--- config.mk ---
export PLATFORM = sky130hd
export DESIGN_NAME = tlu_queue
export DESIGN_NICKNAME = d
export VERILOG_FILES = /design/src/rtl/core/tlu_pkg.sv /design/src/rtl/core/tlu_queue.sv
export SDC_FILE = /design/constraint.sdc
export NUM_CORES = 1
export LEC_CHECK = 0
export ABC_AREA = 1
export BUFFER_PORTS_ARGS = -buffer_cell sky130_fd_sc_hd__buf_4
export CAP_MARGIN = 5
export CORE_MARGIN = 2
export CORE_UTILIZATION = 35
export CTS_CLUSTER_SIZE = 8
export DETAILED_ROUTE_END_ITERATION = 8
export HOLD_SLACK_MARGIN = 0.1
export PLACE_DENSITY = 0.67
export RECOVER_POWER = 25
export SLEW_MARGIN = 40
export SYNTH_ARGS = -nofsm -noshare
export SYNTH_HDL_FRONTEND = slang
export SYNTH_SLANG_ARGS = --single-unit
--- constraint.sdc ---
create_clock -name clk -period 8.7 [get_ports clk]
set_clock_uncertainty 0.2 [all_clocks]
set_input_delay 1.74 -clock clk [delete_from_list [all_inputs] [get_ports clk]]
set_output_delay 1.74 -clock clk [all_outputs]
set_load 0.05 [all_outputs]
--- src/rtl/core/tlu_pkg.sv ---
// ============================================================================
// tlu_pkg: shared types and constants of the tridiagonal LU solver
// Holds row and result item types, the queue entry type and the mode codes.
// ============================================================================
package tlu_pkg;

    // Store depth and derived widths.
    localparam int MAX_ROWS  = 64;
    localparam int ROW_W     = $clog2(MAX_ROWS);
    localparam int CNT_W     = $clog2(MAX_ROWS + 1);
    localparam int IDX_OUT_W = 6;

    // Data widths.
    localparam int DATA_W    = 32;
    localparam int GROWTH_W  = 17;
    localparam int FRAC_W    = 16;
    localparam int DIV_NUM_W = DATA_W + FRAC_W;
    localparam int DIV_CNT_W = $clog2(DIV_NUM_W);

    // Queue between front and back.
    localparam int QUEUE_DEPTH = 2;
    localparam int QPTR_W      = $clog2(QUEUE_DEPTH);
    localparam int QCNT_W      = $clog2(QUEUE_DEPTH + 1);

    // Solve mode codes.
    localparam int MODE_W = 2;
    localparam logic [MODE_W-1:0] MODE_NONE   = 2'd0;
    localparam logic [MODE_W-1:0] MODE_FACTOR = 2'd1;
    localparam logic [MODE_W-1:0] MODE_SUBST  = 2'd2;
    localparam logic [MODE_W-1:0] MODE_BOTH   = 2'd3;

    typedef struct packed {
        logic signed [DATA_W-1:0] lower_coef;
        logic signed [DATA_W-1:0] diag_coef;
        logic signed [DATA_W-1:0] upper_coef;
        logic signed [DATA_W-1:0] rhs_value;
        logic                     last_row;
    } in_item_t;

    typedef struct packed {
        logic [IDX_OUT_W-1:0]     row_index;
        logic signed [DATA_W-1:0] multiplier_out;
        logic signed [DATA_W-1:0] pivot_out;
        logic signed [DATA_W-1:0] solution_out;
        logic [GROWTH_W-1:0]      growth_out;
        logic                     status;
        logic                     last_result;
    } result_t;

    // One classified item as it travels from front to back.
    typedef struct packed {
        in_item_t          item;
        logic              store_en;
        logic [ROW_W-1:0]  idx;
        logic [CNT_W-1:0]  n_rows;
        logic [DATA_W-1:0] s1_mag;
    } row_entry_t;

    // Magnitude of a signed word; the most negative value maps to 2^31.
    function automatic logic [DATA_W-1:0] mag32(input logic signed [DATA_W-1:0] v);
        logic [DATA_W-1:0] r;
        begin
            r = v[DATA_W-1] ? (DATA_W'(0) - DATA_W'(v)) : DATA_W'(v);
            return r;
        end
    endfunction

endpackage

--- src/rtl/core/tlu_queue.sv ---
// ============================================================================
// tlu_queue: short queue between front and back
// Two-entry first-in first-out buffer of classified row items.
// ============================================================================
module tlu_queue (
    input  logic                 clk,
    input  logic                 rst_n,
    input  logic                 push,
    input  tlu_pkg::row_entry_t  push_entry,
    output logic                 full,
    input  logic                 pop,
    output tlu_pkg::row_entry_t  head_entry,
    output logic                 empty
);

    tlu_pkg::row_entry_t         slot_reg [tlu_pkg::QUEUE_DEPTH];
    logic [tlu_pkg::QPTR_W-1:0]  wr_ptr_reg, wr_ptr_next;
    logic [tlu_pkg::QPTR_W-1:0]  rd_ptr_reg, rd_ptr_next;
    logic [tlu_pkg::QCNT_W-1:0]  count_reg, count_next;
    logic                        do_push;
    logic                        do_pop;

    assign full       = (count_reg == tlu_pkg::QCNT_W'(tlu_pkg::QUEUE_DEPTH));
    assign empty      = (count_reg == '0);
    assign do_push    = push && !full;
    assign do_pop     = pop && !empty;
    assign head_entry = slot_reg[rd_ptr_reg];

    // Pointer and fill count update.
    always_comb
    begin
        wr_ptr_next = do_push ? (wr_ptr_reg + tlu_pkg::QPTR_W'(1)) : wr_ptr_reg;
        rd_ptr_next = do_pop ? (rd_ptr_reg + tlu_pkg::QPTR_W'(1)) : rd_ptr_reg;
        count_next  = count_reg;
        if (do_push && !do_pop)
        begin
            count_next = count_reg + tlu_pkg::QCNT_W'(1);
        end
        else if (do_pop && !do_push)
        begin
            count_next = count_reg - tlu_pkg::QCNT_W'(1);
        end
    end

    always_ff @(posedge clk or negedge rst_n)
    begin
        if (!rst_n)
        begin
            wr_ptr_reg <= '0;
            rd_ptr_reg <= '0;
            count_reg  <= '0;
        end
        else
        begin
            wr_ptr_reg <= wr_ptr_next;
            rd_ptr_reg <= rd_ptr_next;
            count_reg  <= count_next;
        end
    end

    // Entry storage.
    always_ff @(posedge clk)
    begin
        if (do_push)
        begin
            slot_reg[wr_ptr_reg] <= push_entry;
        end
    end

endmodule

==> impl_metrics.env <==
export IMPL_port_buffers=355
export IMPL_fill_cells=3226
export IMPL_drive_gt1_share_pct=29.78
export IMPL_cap_violations=0
export IMPL_synth_top_area_share_pct=80.71
export IMPL_cp_arrival_ns=2.80
export IMPL_whs_ns=0.2868
export IMPL_rsz0062_at_grt="no"
export IMPL_io_pins=356
export IMPL_critPathMaxFanout=103
export IMPL_die_area_um2=38760
export IMPL_core_area_um2=36610
export IMPL_row_count=70
export IMPL_cts_setup_buffers=0
export IMPL_ys_ff_latch=354
export IMPL_synth_top_cell_by_area="edfxtp_1"
export IMPL_start_util_pct=35.57
export IMPL_antenna_found_initial=3
export IMPL_hold_viol=0
export IMPL_grt_pass1_vias=8252
export IMPL_dpl_hpwl_um=18880
export IMPL_syn_to_final_growth_pct=33.17
export IMPL_htreeDepth=2
export IMPL_drt_wirelength_per_cell_um=16.42
export IMPL_maxSlewHeadroom_pct=50.17
export IMPL_syn_nets=1126
export IMPL_ir_drop_mv=0.2431
export IMPL_clock_sinks=354
export IMPL_p_per_area_nw_per_um2=429.5
export IMPL_die_x_um=196.9
export IMPL_place_congestion=0.7271
export IMPL_syn_area_um2=13020
export IMPL_synth_cell_types=15
export IMPL_nNetsFinal=1502
export IMPL_route_final_wire_length_um=29610
export IMPL_min_period_over_period_pct=54.51
export IMPL_slew_viol_final=0
export IMPL_timing_fmax_mhz=210.9
export IMPL_drtIter0Drc=330
export IMPL_grt_pass1_wl_um=45060
export IMPL_synthCells=946
export IMPL_leakage_nw=7.259
export IMPL_grtUsageTotal_pct=15.15
export IMPL_die_y_um=196.9
export IMPL_post_cts_resized=0
export IMPL_wl_met1_um=11440
export IMPL_hold_path_class="reg2reg"
export IMPL_cts_path_max_buffers=3
export IMPL_clk_latency_ns=0.56
export IMPL_hold_buffers=0
export IMPL_fin_cells=1803
export IMPL_gr_total_overflow=0
export IMPL_via_per_inst=4.501
export IMPL_antenna_left=0
export IMPL_post_route_min_period_ns=4.742
export IMPL_drt_first_pass_iters=5
export IMPL_netlist_top_cells_area="edfxtp_1 81%, nand2_1 15%, buf_6 1.5%"
export IMPL_highest_layer="met5"
export IMPL_route_met2_wl_um=14220
export IMPL_numCtsBuffers=50
export IMPL_largest_reg_flops=350
export IMPL_cts_tree="done"
export IMPL_grt_max_degree=104
export IMPL_outcome="complete, no violations"
export IMPL_critPathKind="reg2out"
export IMPL_route_met3_wl_um=3218
export IMPL_critical_path_required_ns=6.76
export IMPL_avgSynthCellArea_um2=13.76
export IMPL_num_vias=8116
export IMPL_clkTransAtPathRegs_ns=0.05
export IMPL_tightest_slew_ns=0.7474
export IMPL_ys_seq_area_share_pct=81.48
export IMPL_fin_tns_setup_ns=0
export IMPL_place_inst=1738
export IMPL_setup_violations=0
export IMPL_ys_warn_count=0
export IMPL_start_kind="register"
export IMPL_post_route_drc_count=0
export IMPL_endpoint_kind="primary output"
export IMPL_utilization_pct=47.37
export IMPL_root_buffer="clkbuf_16"
[cells by family after synthesis]
| family | synth area share [%] |
|---|---|
| adder cells (fa/ha/maj) | 0.09607 |
| flip-flops | 81.48 |
| buffers and inverters | 2.623 |
| AO/OA/AOI/OAI | 0.07687 |
| XOR/XNOR | 0.06727 |
| AND/OR/NAND/NOR | 15.65 |
[routing by layer]
metal  GRT usage, %  vias to the layer above
li1               -                     3939
met5              0                        -
met2          24.80                      299
met1          17.68                     3828
met3          6.451                       48
met4          5.848                        2
[through the flow]
| stage | setup WS [ns] | power [mW] | area (um2) |
|---|---|---|---|
| global route | 3.743 | 7.801 | 17340 |
| finish | 3.958 | 7.448 | 17340 |
| detailed placement | 4.215 | 5.809 | 16060 |
| floorplan | 1.631 | 4.863 | 13020 |
| CTS | 3.892 | 7.556 | 17420 |
| global placement | 4.233 | 5.784 | 16040 |
[where the power goes]
part | total (mW) | switching (mW) | internal (mW)
clock network | 1.71 | 0.642 | 1.07
registers | 2.43 | 0.0940 | 2.33
logic | 3.31 | 2.51 | 0.801
[cells in the mapped netlist]
library cell / n
nand3_1: 1
nor2_1: 4
buf_2: 19
xnor2_1: 1
edfxtp_1: 350
buf_6: 17
o21ai_0: 2
nand2_1: 534
buf_4: 3
ha_1: 1
inv_4: 1
dfrtp_1: 4
nand4_1: 1
nand3b_1: 1
inv_1: 7
[layout by cell type (no fill, tap or decap), drive strengths merged]
cell / count
nand3b: 1
diode: 2
edfxtp: 350
nand4: 1
nor2: 4
o21ai: 2
bufinv: 1
inv: 9
buf: 251
nand2: 534
xnor2: 1
nand3: 1
dfrtp: 4
ha: 1
clkbuf: 173
[worst paths after layout]
path	slack, ns	end	cells after the start	from
min	0.29	wr_ptr_reg	2	wr_ptr_reg
max reg2reg	5.56	slot_reg[1][87]	4	count_reg[0]
min in group asynchronous	0.80	wr_ptr_reg	1	rst_n
max	3.96	head_entry[135]	5	rd_ptr_reg
max in group asynchronous	7.28	rd_ptr_reg	1	rst_n
min reg2reg	0.29	wr_ptr_reg	2	wr_ptr_reg
[layout make-up]
type | instances | area [um2] | area share, %
antenna | 2 | 5.005 | 0.02886
tap | 468 | 585.6 | 3.377
multi-input combinational | 545 | 2077 | 11.98
clock inverter | 2 | 38.79 | 0.2237
sequential | 354 | 10610 | 61.21
clock buffer | 61 | 1324 | 7.634
timing repair buffer | 363 | 2656 | 15.32
inverter | 8 | 40.04 | 0.2309
[critical path, stage by stage, from the launching register on]
cell	delay, ns
dfrtp_4	0.56
inv_6	0.44
clkbuf_8	0.66
nand2_1	0.11
nand2_1	0.13
buf_4	0.21
Power figures use the tool's default switching activity.
