==> src/rtl/core/tlu_pkg.sv <==
// ============================================================================
// tlu_pkg: shared types and constants of the tridiagonal LU solver
// Holds row and result item types, the queue entry type and the mode codes.
// ============================================================================
package tlu_pkg;

    // Store depth and derived widths.
    localparam int MAX_ROWS  = 64;
    localparam int ROW_W     = $clog2(MAX_ROWS);
    localparam int CNT_W     = $clog2(MAX_ROWS + 1);
    localparam int IDX_OUT_W = 6;

    // Data widths.
    localparam int DATA_W    = 32;
    localparam int GROWTH_W  = 17;
    localparam int FRAC_W    = 16;
    localparam int DIV_NUM_W = DATA_W + FRAC_W;
    localparam int DIV_CNT_W = $clog2(DIV_NUM_W);

    // Queue between front and back.
    localparam int QUEUE_DEPTH = 2;
    localparam int QPTR_W      = $clog2(QUEUE_DEPTH);
    localparam int QCNT_W      = $clog2(QUEUE_DEPTH + 1);

    // Solve mode codes.
    localparam int MODE_W = 2;
    localparam logic [MODE_W-1:0] MODE_NONE   = 2'd0;
    localparam logic [MODE_W-1:0] MODE_FACTOR = 2'd1;
    localparam logic [MODE_W-1:0] MODE_SUBST  = 2'd2;
    localparam logic [MODE_W-1:0] MODE_BOTH   = 2'd3;

    typedef struct packed {
        logic signed [DATA_W-1:0] lower_coef;
        logic signed [DATA_W-1:0] diag_coef;
        logic signed [DATA_W-1:0] upper_coef;
        logic signed [DATA_W-1:0] rhs_value;
        logic                     last_row;
    } in_item_t;

    typedef struct packed {
        logic [IDX_OUT_W-1:0]     row_index;
        logic signed [DATA_W-1:0] multiplier_out;
        logic signed [DATA_W-1:0] pivot_out;
        logic signed [DATA_W-1:0] solution_out;
        logic [GROWTH_W-1:0]      growth_out;
        logic                     status;
        logic                     last_result;
    } result_t;

    // One classified item as it travels from front to back.
    typedef struct packed {
        in_item_t          item;
        logic              store_en;
        logic [ROW_W-1:0]  idx;
        logic [CNT_W-1:0]  n_rows;
        logic [DATA_W-1:0] s1_mag;
    } row_entry_t;

    // Magnitude of a signed word; the most negative value maps to 2^31.
    function automatic logic [DATA_W-1:0] mag32(input logic signed [DATA_W-1:0] v);
        logic [DATA_W-1:0] r;
        begin
            r = v[DATA_W-1] ? (DATA_W'(0) - DATA_W'(v)) : DATA_W'(v);
            return r;
        end
    endfunction

endpackage

==> src/rtl/core/tlu_front.sv <==
// ============================================================================
// tlu_front: row intake and classification
// Counts stored rows, tracks the largest input magnitude and pushes each
// accepted item with its store slot and run totals into the queue.
// ============================================================================
module tlu_front (
    input  logic                 clk,
    input  logic                 rst_n,
    input  logic                 in_valid,
    output logic                 in_ready,
    input  tlu_pkg::in_item_t    in_data,
    output logic                 q_push,
    output tlu_pkg::row_entry_t  q_entry,
    input  logic                 q_full
);

    logic [tlu_pkg::CNT_W-1:0]  cnt_reg, cnt_next;
    logic [tlu_pkg::DATA_W-1:0] max_reg, max_next;
    logic [tlu_pkg::DATA_W-1:0] prev_umag_reg, prev_umag_next;

    logic                       store;
    logic                       accept;
    logic [tlu_pkg::DATA_W-1:0] mag_d;
    logic [tlu_pkg::DATA_W-1:0] mag_l;
    logic [tlu_pkg::DATA_W-1:0] mx;
    logic [tlu_pkg::CNT_W-1:0]  n_val;

    assign in_ready = !q_full;
    assign accept   = in_valid && !q_full;
    assign q_push   = accept;

    // Running maximum over diagonal, lower and the previous row's upper.
    always_comb
    begin
        store = (cnt_reg < tlu_pkg::CNT_W'(tlu_pkg::MAX_ROWS));
        mag_d = tlu_pkg::mag32(in_data.diag_coef);
        mag_l = tlu_pkg::mag32(in_data.lower_coef);
        mx    = max_reg;
        if (mag_d > mx)
        begin
            mx = mag_d;
        end
        if (cnt_reg != '0)
        begin
            if (mag_l > mx)
            begin
                mx = mag_l;
            end
            if (prev_umag_reg > mx)
            begin
                mx = prev_umag_reg;
            end
        end
        if (!store)
        begin
            mx = max_reg;
        end
        n_val = store ? (cnt_reg + tlu_pkg::CNT_W'(1)) : cnt_reg;

        q_entry.item     = in_data;
        q_entry.store_en = store;
        q_entry.idx      = cnt_reg[tlu_pkg::ROW_W-1:0];
        q_entry.n_rows   = n_val;
        q_entry.s1_mag   = mx;
    end

    // The last row of a system clears the count and maximum for the next one.
    always_comb
    begin
        cnt_next       = cnt_reg;
        max_next       = max_reg;
        prev_umag_next = prev_umag_reg;
        if (accept)
        begin
            if (in_data.last_row)
            begin
                cnt_next = '0;
                max_next = '0;
            end
            else
            begin
                cnt_next = n_val;
                max_next = mx;
            end
            if (store)
            begin
                prev_umag_next = tlu_pkg::mag32(in_data.upper_coef);
            end
        end
    end

    always_ff @(posedge clk or negedge rst_n)
    begin
        if (!rst_n)
        begin
            cnt_reg       <= '0;
            max_reg       <= '0;
            prev_umag_reg <= '0;
        end
        else
        begin
            cnt_reg       <= cnt_next;
            max_reg       <= max_next;
            prev_umag_reg <= prev_umag_next;
        end
    end

endmodule

==> config.mk <==
export PLATFORM = sky130hd
export DESIGN_NAME = tlu_front
export DESIGN_NICKNAME = d
export VERILOG_FILES = /design/src/rtl/core/tlu_pkg.sv /design/src/rtl/core/tlu_front.sv
export SDC_FILE = /design/constraint.sdc
export NUM_CORES = 1
export LEC_CHECK = 0
export ABC_AREA = 1
export BUFFER_PORTS_ARGS = -buffer_cell sky130_fd_sc_hd__buf_4
export CORE_MARGIN = 10
export CORE_UTILIZATION = 45
export CTS_CLUSTER_DIAMETER = 30
export DETAILED_ROUTE_END_ITERATION = 12
export GPL_TIMING_DRIVEN = 0
export PLACE_DENSITY = 0.8
export RECOVER_POWER = 100
export SLEW_MARGIN = 10
export SYNTH_ARGS = -nofsm -noshare
export SYNTH_HDL_FRONTEND = slang
export SYNTH_SLANG_ARGS = --single-unit
==> constraint.sdc <==
create_clock -name clk -period 11.9 [get_ports clk]
set_input_delay 1.785 -clock clk [delete_from_list [all_inputs] [get_ports clk]]
set_output_delay 1.785 -clock clk [all_outputs]
set_load 0.1 [all_outputs]
==> reports/qor.csv <==
metric,value,unit
P&R area growth vs syn,26.3,%
Max Fclk,86.8,MHz
CP most frequent cell,inv_1,
TritonCTS Buffers,9,
WL per Instance,16.7,um
period utilization,0.969,
hpwl dp,32100,um
sequential area share after synthesis,0.168,
post-synth top area share,0.173,
Worst slew margin,-1.61,
Highest Signal Layer,met4,
largest cells by area after synthesis,"nand2_1, dfrtp_1, ha_1, buf_4, inv_1",
initial antenna violation count,0,
H-tree level count,3,
Yosys top cell by area,nand2_1,
final-report hold violation count,0,
Clock transition at path regs,0.06,ns
largest family of logic cells by synthesized area,simple AND/OR/NAND/NOR gates,
final wirelength,38700,um
worst hold slack,0.480,ns
Critical Path RT,10.12,ns
xor and xnor area share after synthesis,0.0735,
fill count,2341,
gr ovfl total,0,
Syn Nets,1930,
number of global-route vias before repair,11600,
syn avg cell area,6.25,um2
first-pass GRT wire length,60000,um
Worst setup SP type,input pin,
vias per cell,5.14,
"Largest stage delay, worst path",0.37,ns
status,finished with violations,
die area,30100,um2
Post-synth EDFFs,0,
post-synthesis simple-gate area fraction,0.321,
CP max stage cell,or3_4,
Critical path origin,in_data[65],
Max Cap Viol,1,
mux contribution to synthesized area,0,
Critical Path Sink Type,output port,
failing checks,"max-capacitance violations, max-slew violations",
Worst R2R Setup Slack,5.40,ns
remaining antenna violation count,0,
Hold Buf Count CTS,0,
Layout Skew,0.00747,ns
top-level port count,310,
routed length on met3,2750,um
# setup viols final,0,
Reg area,1780,um2
crit path time final,11.53,ns
Crit Path Category,in2out,
Antenna diodes,0,
largest net degree at the start of global routing,72,
maximum net fanout on the critical path,10,
complex-gate fraction of the synthesized area,0.117,
Critical Path AT,9.74,ns
post-synthesis register bit count,71,
All-Layer GR Usage,0.243,
top-count cell post-synth,nand2_1,
Commonest cells post-synth,"nand2_1, inv_1, buf_4",
NumNets Final,2227,
Netlist cell types,50,
Row Count,56,
Critical R2R Capture,max_reg[14]$_DFFE_PN0P_,
"Slew Viols, Final",72,
Worst R2R Path Depth,36,
Remaining DRCs,0,
Max Root-Sink Buffers,2,
initial drt markers,928,
reg2reg start,max_reg[31]$_DFFE_PN0P_,
top_reg_cell synth,dfrtp_1,
Clock Latency Late Sink,0.36,ns
CTS Sinks,71,
Gate Count Post-Synth,1697,
CTS tree,done,
Synth Warn #,0,
Placer Congestion,1.01,
Initial Util,0.454,
share of layout cells above drive strength 1,0.203,
core footprint,23300,um2
clock root buffer,clkbuf_16,
ys async rst share,1.00,
multi-input logic area,6880,um2
Final WS setup,0.373,ns
Synth Area in Adders,0.118,
met1 wire length,16100,um
routed vias,11900,
IO buf count,275,
cell area after synthesis,10600,um2
DRT Pass-1 Iters,5,
chip height,173,um
Place WS,-0.994,ns
min-delay worst type,reg2reg,
chip width,173,um
met2 routed WL,18500,um
Worst-Margin Slew,3.91,ns
critical path endpoint,q_entry[14],
-- critical path, delay by kind of cell --
family | cells | cell delay, ns
and+or+nand+nor | 27 | 4.12
buffers and inverters | 14 | 1.49
adders and majority gates | 4 | 1.03
AOI/OAI and AO/OA | 6 | 1.00
xor gates and xnor gates | 1 | 0.25
-- layout make-up --
type	instances	area share
plain buffers	192	0.0997
multi-input cells	1199	0.514
inverters	235	0.0659
clock buffers	9	0.0168
well taps	319	0.0298
flip-flops and latches	71	0.133
repair buffers	286	0.135
clock inverters	7	0.00635
-- per-stage QoR --
step | util | area [um2] | instances | setup TNS, ns
5_1_grt | 0.574 | 13400 | 2318 | -2.05
3_5_place_dp | 0.560 | 13100 | 2291 | -28.19
3_3_place_gp | 0.560 | 13100 | 2291 | -25.24
2_1_floorplan | - | 10600 | 1697 | 0
6_report | 0.574 | 13400 | 2318 | 0
4_1_cts | 0.577 | 13500 | 2306 | 0
-- worst min-delay path by stage --
stage,from,endpoint,slack [ns],cells past startpoint
after CTS,max_reg[28]$_DFFE_PN0P_,max_reg[28]$_DFFE_PN0P_,0.48,2
after global routing,max_reg[31]$_DFFE_PN0P_,max_reg[31]$_DFFE_PN0P_,0.50,2
after global placement,max_reg[22]$_DFFE_PN0P_,max_reg[22]$_DFFE_PN0P_,0.46,2
after floorplan,max_reg[22]$_DFFE_PN0P_,max_reg[22]$_DFFE_PN0P_,0.45,2
final,max_reg[30]$_DFFE_PN0P_,max_reg[30]$_DFFE_PN0P_,0.48,2
after detailed placement,max_reg[28]$_DFFE_PN0P_,max_reg[28]$_DFFE_PN0P_,0.46,2
-- per-layer routing --
layer | GRT usage | up-vias
li1 | - | 5856
met1 | 0.295 | 5452
met2 | 0.416 | 522
met3 | 0.0512 | 92
met4 | 0.0834 | 0
met5 | 0 | -
-- cell families (layout without fill, tap and decap cells) --
logic type,count (synthesis),count (layout)
compound gates,222,223
xor+xnor,89,89
fa+ha+maj,100,100
buf+inv,428,729
flops,71,71
simple gates,787,787
-- timing repair --
item	4_1_cts	5_1_grt
buffers inserted	0	11
cloned	0	1
gates resized for setup	31	134
pin swaps	0	17
endpoints found under the hold margin	0	0
endpoints found under the setup margin	32	32
-- layout by cell type (no fill, tap or decap), drive strengths merged, types with 2 or more instances in the layout --
cell type    n
o21a         4
o21ai      133
dfrtp       71
o41ai        2
nor3        29
nand2      503
nor3b        3
and2        15
buf        291
nor2        96
or2          8
ha         100
a21oi       47
a21boi      14
o22ai        3
clkbuf     196
nor4        10
clkinv       4
nand3      104
xnor2       24
nand4       17
a31oi        2
inv        237
a21o         2
o31ai        2
a32o         2
xor2        65
a211oi       5
Power is left out: the tool's default activity adds up to more than one toggle a clock period on the data nets, which glitch-free logic cannot reach.
